`config.mk`:
```
export PLATFORM = sky130hd
export DESIGN_NAME = ubx_ack_matcher
export DESIGN_NICKNAME = d
export VERILOG_FILES = /design/src/rtl/uam_pkg.sv /design/src/rtl/uam_core.sv /design/src/rtl/ubx_ack_matcher.sv
export SDC_FILE = /design/constraint.sdc
export NUM_CORES = 1
export LEC_CHECK = 0
export BUFFER_PORTS_ARGS = -buffer_cell sky130_fd_sc_hd__clkbuf_2
export CELL_PAD_IN_SITES_DETAIL_PLACEMENT = 1
export CELL_PAD_IN_SITES_GLOBAL_PLACEMENT = 1
export CORE_UTILIZATION = 30
export CTS_CLUSTER_DIAMETER = 60
export DETAILED_ROUTE_END_ITERATION = 12
export PLACE_DENSITY = 0.67
export REMOVE_ABC_BUFFERS = 1
export SLEW_MARGIN = 20
export SYNTH_ARGS = -nofsm -noshare
export SYNTH_HDL_FRONTEND = slang
export SYNTH_SLANG_ARGS = --single-unit
export TNS_END_PERCENT = 100
```
`constraint.sdc`:
```
create_clock -name clk -period 9.47 [get_ports clk]
set_clock_uncertainty 0.1 [all_clocks]
set_input_delay 0.4735 -clock clk [delete_from_list [all_inputs] [get_ports clk]]
set_output_delay 0.4735 -clock clk [all_outputs]
set_load 0.03 [all_outputs]
```
`src/rtl/uam_pkg.sv`:
```
// Package: shared types, frame constants and checksum helpers for the ack matcher.
`timescale 1ns / 1ps
`default_nettype none
package uam_pkg;

	localparam int unsigned FRAME_LEN = 10;
	localparam logic [15:0] TIMEOUT_RESET = 16'd3000;

	localparam logic [7:0] SYNC_1 = 8'hB5;
	localparam logic [7:0] SYNC_2 = 8'h62;
	localparam logic [7:0] ACK_CLASS = 8'h05;
	localparam logic [7:0] ACK_ID = 8'h01;
	localparam logic [7:0] ACK_LEN_LO = 8'h02;
	localparam logic [7:0] ACK_LEN_HI = 8'h00;

	typedef enum logic [1:0] {
		FUNC_START = 2'd0,
		FUNC_BYTE  = 2'd1,
		FUNC_TICK  = 2'd2,
		FUNC_NONE  = 2'd3
	} func_t;

	typedef enum logic [1:0] {
		STAT_WAIT    = 2'd0,
		STAT_ACKED   = 2'd1,
		STAT_TIMEOUT = 2'd2,
		STAT_IDLE    = 2'd3
	} status_t;

	typedef struct packed {
		func_t      func;
		logic [7:0] msg_class;
		logic [7:0] msg_ident;
		logic [7:0] rx_byte;
	} item_t;

	typedef struct packed {
		status_t    status;
		logic [3:0] match_count;
	} result_t;

	// Fletcher-8 A sum over bytes 2..7 of the ack frame
	function automatic logic [7:0] ck_a(input logic [7:0] cls, input logic [7:0] ident);
		ck_a = ACK_CLASS + ACK_ID + ACK_LEN_LO + ACK_LEN_HI + cls + ident;
	endfunction

	// Fletcher-8 B sum: running total of the A partial sums
	function automatic logic [7:0] ck_b(input logic [7:0] cls, input logic [7:0] ident);
		logic [7:0] a2, a3, a4, a5;
		a2 = ACK_CLASS + ACK_ID;
		a3 = a2 + ACK_LEN_LO;
		a4 = a3 + ACK_LEN_HI;
		a5 = a4 + cls;
		ck_b = ACK_CLASS + a2 + a3 + a4 + a5 + (a5 + ident);
	endfunction

	function automatic logic [7:0] frame_byte(
		input logic [3:0] pos,
		input logic [7:0] cls,
		input logic [7:0] ident,
		input logic [7:0] ca,
		input logic [7:0] cb
	);
		unique case (pos)
			4'd0:    frame_byte = SYNC_1;
			4'd1:    frame_byte = SYNC_2;
			4'd2:    frame_byte = ACK_CLASS;
			4'd3:    frame_byte = ACK_ID;
			4'd4:    frame_byte = ACK_LEN_LO;
			4'd5:    frame_byte = ACK_LEN_HI;
			4'd6:    frame_byte = cls;
			4'd7:    frame_byte = ident;
			4'd8:    frame_byte = ca;
			default: frame_byte = cb;
		endcase
	endfunction

endpackage
`default_nettype wire

```
`src/rtl/uam_core.sv`:
```
// Matcher state, timeout register and per-request next-state logic.
`timescale 1ns / 1ps
`default_nettype none
module uam_core #(
	parameter logic [15:0] TimeoutReset = uam_pkg::TIMEOUT_RESET
) (
	input  wire logic             clk,
	input  wire logic             arst_n,
	input  wire logic             cfg_we,
	input  wire logic [15:0]      cfg_wdata,
	input  wire logic             en,
	input  wire uam_pkg::item_t   item,
	output uam_pkg::result_t      result
);

	localparam logic [3:0] FrameLen = 4'(uam_pkg::FRAME_LEN);

	logic [15:0] timeout_q;
	logic [7:0]  cls_q, ident_q, ca_q, cb_q;
	logic [3:0]  pos_q, pos_d;
	logic [15:0] elapsed_q, elapsed_d;
	logic        waiting_q, waiting_d;
	logic [7:0]  exp_byte;
	logic [3:0]  pos_inc;

	assign exp_byte = uam_pkg::frame_byte(pos_q, cls_q, ident_q, ca_q, cb_q);
	assign pos_inc = pos_q + 4'd1;

	always_comb begin
		pos_d = pos_q;
		elapsed_d = elapsed_q;
		waiting_d = waiting_q;
		result.status = uam_pkg::STAT_WAIT;
		if (item.func == uam_pkg::FUNC_START) begin
			pos_d = '0;
			elapsed_d = '0;
			waiting_d = 1'b1;
		end else if (!waiting_q) begin
			result.status = uam_pkg::STAT_IDLE;
		end else begin
			unique case (item.func)
				uam_pkg::FUNC_BYTE: begin
					if (pos_q < FrameLen && item.rx_byte == exp_byte) begin
						pos_d = pos_inc;
					end else begin
						pos_d = '0;
					end
					if (pos_d >= FrameLen) begin
						waiting_d = 1'b0;
						result.status = uam_pkg::STAT_ACKED;
					end
				end
				uam_pkg::FUNC_TICK: begin
					if (elapsed_q != 16'hFFFF) begin
						elapsed_d = elapsed_q + 16'd1;
					end
					if (elapsed_d > timeout_q) begin
						waiting_d = 1'b0;
						result.status = uam_pkg::STAT_TIMEOUT;
					end
				end
				default: begin
				end
			endcase
		end
		result.match_count = pos_d;
	end

	always_ff @(posedge clk or negedge arst_n) begin
		if (!arst_n) begin
			timeout_q <= TimeoutReset;
		end else if (cfg_we) begin
			timeout_q <= cfg_wdata;
		end
	end

	always_ff @(posedge clk or negedge arst_n) begin
		if (!arst_n) begin
			cls_q <= '0;
			ident_q <= '0;
			ca_q <= '0;
			cb_q <= '0;
			pos_q <= '0;
			elapsed_q <= '0;
			waiting_q <= 1'b0;
		end else if (en) begin
			pos_q <= pos_d;
			elapsed_q <= elapsed_d;
			waiting_q <= waiting_d;
			if (item.func == uam_pkg::FUNC_START) begin
				cls_q <= item.msg_class;
				ident_q <= item.msg_ident;
				ca_q <= uam_pkg::ck_a(item.msg_class, item.msg_ident);
				cb_q <= uam_pkg::ck_b(item.msg_class, item.msg_ident);
			end
		end
	end

endmodule
`default_nettype wire

```
`src/rtl/ubx_ack_matcher.sv`:
```
// Top level: input register, matcher core and result register.
// A request is held in the input register; its result is then registered and presented on the master side.
// Throughput: one request per cycle while the master side does not stall; the core updates
// its state in a single pass between the input register and the result register.
// Reset (arst_n low, asynchronous): idle, match position and elapsed count
// cleared, timeout limit back to 3000 ms, both stages empty.
`timescale 1ns / 1ps
`default_nettype none
module ubx_ack_matcher #(
	parameter logic [15:0] TimeoutReset = uam_pkg::TIMEOUT_RESET
) (
	input  wire logic        clk,
	input  wire logic        arst_n,
	input  wire logic        cfg_we,
	input  wire logic [15:0] cfg_wdata,   // timeout_ms
	input  wire logic        s_tvalid,
	output logic             s_tready,
	input  wire logic [23:0] s_tdata,     // msg_class, msg_ident, rx_byte
	input  wire logic [1:0]  s_tuser,     // func
	output logic             m_tvalid,
	input  wire logic        m_tready,
	output logic [7:0]       m_tdata,     // match_count, zero pad
	output logic [1:0]       m_tuser      // status
);

	logic              valid_s1;
	uam_pkg::item_t    item_s1;
	logic              out_valid_q;
	uam_pkg::result_t  res_d, res_q;
	logic              advance, en;

	assign advance = !out_valid_q || m_tready;
	assign en = valid_s1 && advance;
	assign s_tready = !valid_s1 || advance;

	always_ff @(posedge clk or negedge arst_n) begin
		if (!arst_n) begin
			valid_s1 <= 1'b0;
		end else if (s_tready) begin
			valid_s1 <= s_tvalid;
		end
	end

	always_ff @(posedge clk) begin
		if (s_tvalid && s_tready) begin
			item_s1.func <= uam_pkg::func_t'(s_tuser);
			item_s1.msg_class <= s_tdata[7:0];
			item_s1.msg_ident <= s_tdata[15:8];
			item_s1.rx_byte <= s_tdata[23:16];
		end
	end

	uam_core #(
		.TimeoutReset(TimeoutReset)
	) u_core (
		.clk(clk),
		.arst_n(arst_n),
		.cfg_we(cfg_we),
		.cfg_wdata(cfg_wdata),
		.en(en),
		.item(item_s1),
		.result(res_d)
	);

	always_ff @(posedge clk or negedge arst_n) begin
		if (!arst_n) begin
			out_valid_q <= 1'b0;
		end else if (advance) begin
			out_valid_q <= valid_s1;
		end
	end

	always_ff @(posedge clk) begin
		if (en) begin
			res_q <= res_d;
		end
	end

	assign m_tvalid = out_valid_q;
	assign m_tdata = {4'd0, res_q.match_count};
	assign m_tuser = res_q.status;

endmodule
`default_nettype wire
```
==> results of run 1 <==
==> cells by family (layout without fill, tap and decap cells) <==
logic type	Yosys count	count (layout)	share of synthesized area, %
simple gates	166	166	14.5
compound gates	148	148	16.2
flops	103	103	45.4
buf+inv	75	123	5.27
fa+ha+maj	47	47	9.96
xor+xnor	30	30	4.57
mux	22	22	4.07
other cells	1	4	0.0619
==> layer usage <==
metal	wire length (um)	track usage, %	vias up
met5	0	0	-
met4	283	6.66	0
met3	348	2.35	20
met2	7120	25.6	67
met1	6970	19.7	2258
li1	-	-	2206
==> flip-flops by register name, summed over array words and instances (netlist names), 2 cells and up <==
register / count
item_s1: 26
u_core.elapsed_q: 16
u_core.timeout_q: 16
u_core.ca_q: 8
u_core.cb_q: 8
u_core.cls_q: 8
u_core.ident_q: 8
m_tdata: 4
u_core.pos_q: 4
m_tuser: 2
==> power by group through the flow <==
stage | clock network [uW] | logic (uW) | registers, uW
after floorplan | 0 | 338 | 602
after global placement | 0 | 450 | 613
after detailed placement | 0 | 467 | 618
after CTS | 410 | 471 | 609
after global routing | 427 | 526 | 621
final | 397 | 466 | 610
==> critical path, stage by stage (launching register included) <==
cell and delay (ns):
dfrtp_1 0.48, ha_1 0.21, and2_1 0.15, nand2_1 0.11, or4_4 0.56, and4_4 0.24, nand2_1 0.10, xnor2_1 0.12
ha_1 0.26, a21o_1 0.19, a21o_1 0.17, a211o_1 0.29, o211ai_1 0.10, a21oi_1 0.13, o211a_1 0.23, o221ai_1 0.15
==> cell type report <==
type                    count  area, um2  share of cell area (%)
clock inverters             6       72.6                    1.06
flip-flops and latches    103       2750                    39.9
repair buffers             58        300                    4.37
clock buffers              10        239                    3.48
multi-input cells         417       3000                    43.7
inverters                  49        184                    2.68
well taps                 265        332                    4.82
==> path summary, 6_finish.rpt <==
path                       cells past startpoint                         endpoint
setup / recovery                              15     u_core.waiting_q$_DFFE_PN0P_
setup reg to reg                              15     u_core.waiting_q$_DFFE_PN0P_
min in group asynchronous                      2  u_core.timeout_q[2]$_DFFE_PN0P_
hold reg to reg                                2       u_core.ca_q[7]$_DFFE_PN0P_
max in group asynchronous                      2    u_core.ident_q[0]$_DFFE_PN0P_
hold / removal                                 1            item_s1[18]$_DFFE_PP_
==> cell usage after synthesis, types with 5 or more instances <==
cell / n / area, um2
nand2_1: 63 / 236
nor3_1: 7 / 35.0
a22oi_1: 6 / 45.0
xor2_1: 14 / 123
o21ai_0: 46 / 230
clkbuf_1: 12 / 45.0
a22o_1: 9 / 78.8
xnor2_1: 15 / 131
inv_1: 48 / 180
nand4_1: 11 / 68.8
dfrtp_1: 64 / 1600
a21oi_1: 24 / 120
nand2b_1: 13 / 81.3
buf_4: 6 / 45.0
nand3_1: 14 / 70.1
buf_2: 6 / 30.0
a21o_1: 10 / 75.1
a31oi_1: 8 / 50.1
edfxtp_1: 32 / 961
ha_1: 45 / 563
nor2b_1: 6 / 37.5
nor2_1: 24 / 90.1
mux2_2: 21 / 236
o221ai_1: 5 / 43.8
dfstp_2: 7 / 184
o21bai_1: 5 / 37.5
==> per-stage QoR <==
| step | area, um2 | utilization [%] | hold WS, ns | cells |
|---|---|---|---|---|
| floorplan | 5930 | - | 0.0779 | 569 |
| global placement | 6560 | 33.4 | 0.368 | 892 |
| detailed placement | 6560 | 33.4 | 0.375 | 892 |
| CTS | 6880 | 35.0 | 0.166 | 908 |
| global route | 6880 | 35.0 | 0.159 | 908 |
| finish | 6880 | 35.0 | 0.182 | 908 |
==> results.json, run 1 <==
{
  "placement_rows": 51,
  "first_global_vias": 4871,
  "critPathCaptureType": "flop",
  "fin_nets": 732,
  "fmax_ghz": 0.271,
  "ys_seq_area_share_pct": 45.4,
  "wirelength_um": 14700,
  "place_hpwl_um": 10900,
  "period_share_pct": 39.0,
  "fillers": 2273,
  "cts_buffers": 9,
  "antenna_found_initial": 0,
  "setup_slack_ns": 5.78,
  "ioPinCount": 59,
  "ir_worst_vdd_v": 0.0000839,
  "via_per_inst": 5.01,
  "yosysWarnings": 0,
  "crit_type": "reg2reg",
  "max-slew-margin-rel_pct": 35.3,
  "clock_latency_ns": 0.36,
  "cts_tree": "yes",
  "async_flop_share_pct": 68.9,
  "grt_first_pass_wirelength_um": 24600,
  "num_antenna_cells": 0,
  "worstHoldStart": "s_tdata[2]",
  "drv_cap": 0,
  "dr.first_iter.drc_count": 199,
  "layout-drive-gt1-share_pct": 18.2,
  "vias": 4551,
  "critPathMaxFanout": 7,
  "cts_root_buf": "clkbuf_16",
  "gp_congestion": 0.826,
  "synth.cell_area_mm2": 0.00606,
  "routedWlPerCell_um": 16.2,
  "switching_share_pct": 35.2,
  "ys_seq_elements": 103,
  "power_frac_clock_pct": 27.0,
  "powerDensity_mw_per_mm2": 214,
  "slew_viol_final": 0,
  "cts-resized-gates": 0,
  "setup_viol": 0,
  "rsz0062_at_grt": "no",
  "grt_max_degree": 72,
  "worst-r2r-setup-slack_ns": 5.78,
  "h-tree-depth": 3,
  "gr-total-overflow": 0,
  "pwr-share-comb_pct": 31.6,
  "fin_crit_ns": 3.69,
  "dieArea_mm2": 0.0208,
  "synthFlopType": "dfrtp_1",
  "syn_avg_cell_area_um2": 10.2,
  "cp-startpoint": "u_core.elapsed_q[0]$_DFFE_PN0P_",
  "seqPwrFrac_pct": 41.4,
  "cp_data_arrival_time_ns": 3.87,
  "hp-class": "in2reg",
  "ant_nets": 0,
  "clk_pin_slew_ns": 0.08,
  "dpl_worst_slack_ns": 5.82,
  "final_common_cell": "dfrtp_1",
  "outcome": "completed",
  "synthCells": 592,
  "total_power_uw": 1470,
  "track_usage_pct": 15.4,
  "area_growth_pct": 13.5,
  "synth_cell_type_count": 70,
  "drc_errors": 0,
  "p_int_uw": 954,
  "cts_sinks": 103,
  "switchingPower_uw": 519,
  "initial_core_util_pct": 30.8,
  "port-buffer-count": 54,
  "cts_buffer_depth": 2,
  "power.leakage_uw": 0.00310,
  "synth_edf_count": 32,
  "postCtsSetupBuffers": 0,
  "die_height_um": 144,
  "die_width_um": 144,
  "cts_hold_buffers": 0,
  "mostFrequentLayoutCells": "dfrtp_1, nand2_1, clkbuf_2, inv_1, o21ai_0",
  "start_kind": "flop",
  "hold_viol_final": 0,
  "r2r_start": "u_core.elapsed_q[0]$_DFFE_PN0P_",
  "drt_first_pass_iters": 4,
  "tns_ns": 0,
  "core_mm2": 0.0197,
  "worstPathRequired_ns": 9.65,
  "worst_pin_slew_ns": 0.970
}
Note: power is estimated with default switching activity, not from simulation.
==> inputs of run 2 (changes only) <==
--- a/config.mk
+++ b/config.mk
@@ -5,13 +5,14 @@
 export SDC_FILE = /design/constraint.sdc
 export NUM_CORES = 1
 export LEC_CHECK = 0
+export ABC_AREA = 1
 export BUFFER_PORTS_ARGS = -buffer_cell sky130_fd_sc_hd__clkbuf_2
 export CELL_PAD_IN_SITES_DETAIL_PLACEMENT = 1
 export CELL_PAD_IN_SITES_GLOBAL_PLACEMENT = 1
 export CORE_UTILIZATION = 30
 export CTS_CLUSTER_DIAMETER = 60
 export DETAILED_ROUTE_END_ITERATION = 12
-export PLACE_DENSITY = 0.67
+export PLACE_DENSITY = 0.69
 export REMOVE_ABC_BUFFERS = 1
 export SLEW_MARGIN = 20
 export SYNTH_ARGS = -nofsm -noshare
==> constraint.sdc (replaced) <==
create_clock -name clk -period 3.4 [get_ports clk]
set_clock_uncertainty 0.1 [all_clocks]
set_input_delay 0.17 -clock clk [delete_from_list [all_inputs] [get_ports clk]]
set_output_delay 0.17 -clock clk [all_outputs]
set_load 0.03 [all_outputs]
==> run 2 against run 1 <==
The run now ends with negative setup slack left. Critical path depth up 7. Setup slack worse by 5.8 ns. First-iteration DRC count increased by 3.0%. Largest cell class unchanged. Clock power rose to 2.6 times the previous value. Cell count grew 19%. Hold slack worse by 0.026 ns.
==> results.json, run 2 <==
{
  "outcome": "complete, but fails checks",
  "violations": "negative setup slack",
  "synth_top_area_share_pct": 27.2,
  "grt_util_met3_pct": 2.76,
  "crit_type": "reg2reg",
  "placement_rows": 50,
  "fillers": 2215,
  "drv_cap": 0,
  "post_synth_fa_ha_maj_area_fraction_pct": 10.2,
  "drc_errors": 0,
  "fmax_ghz": 0.292,
  "cts_sinks": 103,
  "grt_busiest_layer": "met2",
  "setup_viol": 2,
  "cts_tree": "yes",
  "total_power_uw": 4250,
  "critPathBufInv": 3,
  "critPathCaptureType": "flop",
  "ir_worst_vdd_v": 0.000277,
  "first_global_vias": 5062,
  "dieArea_mm2": 0.0202,
  "core_mm2": 0.0190,
  "fin_nets": 913,
  "wirelength_um": 16300,
  "final_common_cell": "nand2_1",
  "die_width_um": 142,
  "num_antenna_cells": 0,
  "slew_viol_final": 0,
  "synthXorXnorAreaFrac_pct": 4.31,
  "cts_buffer_depth": 2,
  "clock_latency_ns": 0.36,
  "powerDensity_mw_per_mm2": 554,
  "routedWlPerCell_um": 15.0,
  "layout-drive-gt1-share_pct": 21.5,
  "critPathMaxFanout": 3,
  "synth_compound_area_share_pct": 8.96,
  "setup_slack_ns": -0.0223,
  "die_height_um": 142,
  "dp.cells": 1001,
  "worst_pin_slew_ns": 0.585,
  "synthTopCellsByArea": "dfrtp_1, edfxtp_1, nand2_1",
  "reg_top3": "item_s1 (26), u_core.elapsed_q (16), u_core.timeout_q (16)",
  "area_growth_pct": 30.1,
  "yosysWarnings": 0,
  "track_usage_pct": 16.5,
  "hold_viol_final": 0,
  "hp-class": "in2async",
  "start_kind": "flop",
  "gr-total-overflow": 0,
  "crit_slowest_cell": "dfrtp_1",
  "synthCells": 688,
  "ys_seq_elements": 103,
  "crit_chain": "buf_6 > nand3_4 > nor3_4 > nand3_2 > nor2_4 > nand3_2 > nor3_2 > inv_1 > o21ai_2 > nand3_2 > ha_4 > nand2_2 > inv_2 > nand3_4 > nor3_4 > nand2_1 > nand3_2 > nand2_1 > nand2_1 > nand3_2 > a21oi_2 > nand2_1",
  "ant_nets": 0,
  "ioPinCount": 59,
  "cp_data_arrival_time_ns": 3.57,
  "largest_reg_flops": 26,
  "period_share_pct": 101,
  "yosys.area_share.simple_pct": 21.7,
  "async_flop_share_pct": 68.9,
  "drt_first_pass_iters": 4,
  "synthFlopType": "dfrtp_1",
  "ys_seq_area_share_pct": 46.6,
  "synth_top_family_by_area": "simple AND/OR/NAND/NOR gates",
  "cts_buffers": 9,
  "dr.first_iter.drc_count": 205,
  "antenna_found_initial": 0,
  "vias": 4894,
  "use_met2_pct": 28.0,
  "synth.cell_area_mm2": 0.00589,
  "port-buffer-count": 54,
  "instances_no_fill": 1084,
  "rsz0062_at_grt": "yes",
  "via_per_inst": 4.51,
  "grt_first_pass_wirelength_um": 25600,
  "grtUsageMet1_pct": 21.4,
  "grt_max_degree": 45,
  "top_register": "item_s1",
  "crit_top_cell": "nand3_2",
  "syn_avg_cell_area_um2": 8.57,
  "cts_root_buf": "clkbuf_16",
  "synth_top_area_cell": "dfrtp_1",
  "mostFrequentLayoutCells": "nand2_1, inv_1, dfrtp_1, clkbuf_2, o21ai_0",
  "place_hpwl_um": 11000,
  "ys_top_cells_by_count": "nand2_1, inv_1, dfrtp_1",
  "initial_core_util_pct": 31.1,
  "gp_congestion": 0.818,
  "worstPathRequired_ns": 3.55,
  "synth_edf_count": 32,
  "fin_crit_ns": 3.42,
  "cp_slowest_stage_delay_ns": 0.44,
  "yosys.cell_count.top_type": "nand2_1",
  "synth_cell_type_count": 45,
  "power.leakage_uw": 0.00369,
  "h-tree-depth": 3,
  "crit_family": "simple AND/OR/NAND/NOR gates",
  "clk_pin_slew_ns": 0.08,
  "max-slew-margin-rel_pct": 61.0,
  "synthMuxAreaShare_pct": 0.191
}
-- run 2: worst paths after layout --
| path | startpoint | slack (ns) | cells after the start | end |
|---|---|---|---|---|
| hold reg to reg | u_core.ident_q[7]$_DFFE_PN0P_ | 0.38 | 2 | u_core.ident_q[7]$_DFFE_PN0P_ |
| hold / removal | arst_n | 0.16 | 2 | u_core.timeout_q[15]$_DFFE_PN0P_ |
| setup reg to reg | u_core.elapsed_q[1]$_DFFE_PN0P_ | -0.02 | 22 | u_core.waiting_q$_DFFE_PN0P_ |
| max in group asynchronous | arst_n | 2.30 | 3 | u_core.elapsed_q[3]$_DFFE_PN0P_ |
| setup / recovery | u_core.elapsed_q[1]$_DFFE_PN0P_ | -0.02 | 22 | u_core.waiting_q$_DFFE_PN0P_ |
| min in group clk | cfg_we | 0.27 | 3 | u_core.timeout_q[3]$_DFFE_PN1P_ |
-- run 2: cell families (layout without fill, tap and decap cells) --
group / Yosys count / after routing
AND/OR/NAND/NOR: 294 / 294
buffers and inverters: 118 / 251
flip-flops: 103 / 103
AO/OA/AOI/OAI: 95 / 95
adder cells (fa/ha/maj): 47 / 47
XOR/XNOR: 29 / 29
other: 1 / 4
multiplexers: 1 / 1
-- run 2: per-layer routing --
layer / vias up / share of wire [%]
met5: - / 0
met2: 69 / 49
met3: 18 / 2.2
li1: 2480 / -
met1: 2327 / 46
met4: 0 / 1.8
-- run 2: layout make-up --
class	count	area, um2	share of cell area, %
multi-input combinational	470	2940	38.3
inverter	102	383	4.99
clock buffer	10	239	3.12
tap	260	325	4.24
clock inverter	6	53.8	0.701
sequential	103	2750	35.8
timing repair buffer	133	983	12.8
-- run 2: what timing repair did --
item | 4_1_cts | 5_1_grt
buffers inserted | 0 | 22
hold buffers | 45 | 0
endpoints found under the hold margin | 58 | 0
gates resized for setup | 7 | 49
setup endpoints to repair | 4 | 4
pin swaps | 1 | 29
-- run 2: power breakdown --
part | total (uW) | internal (uW) | leakage, uW | switching, uW
clock network | 1050 | 529 | 0.000135 | 518
logic | 1490 | 618 | 0.00236 | 875
registers | 1710 | 1540 | 0.00120 | 173
-- run 2: through the flow --
stage | area, um2 | util, % | setup WS (ns) | TNS [ns] | hold WS (ns)
3_3_place_gp | 6500 | 34.3 | -0.0948 | -0.178 | 0.00697
3_5_place_dp | 6500 | 34.3 | -0.226 | -0.521 | 0.00488
2_1_floorplan | 5820 | - | 0.0194 | 0 | -0.226
5_1_grt | 7670 | 40.5 | -0.264 | -0.598 | 0.195
6_report | 7670 | 40.5 | -0.0223 | -0.0371 | 0.157
4_1_cts | 7290 | 38.4 | 0.000311 | 0 | 0.155
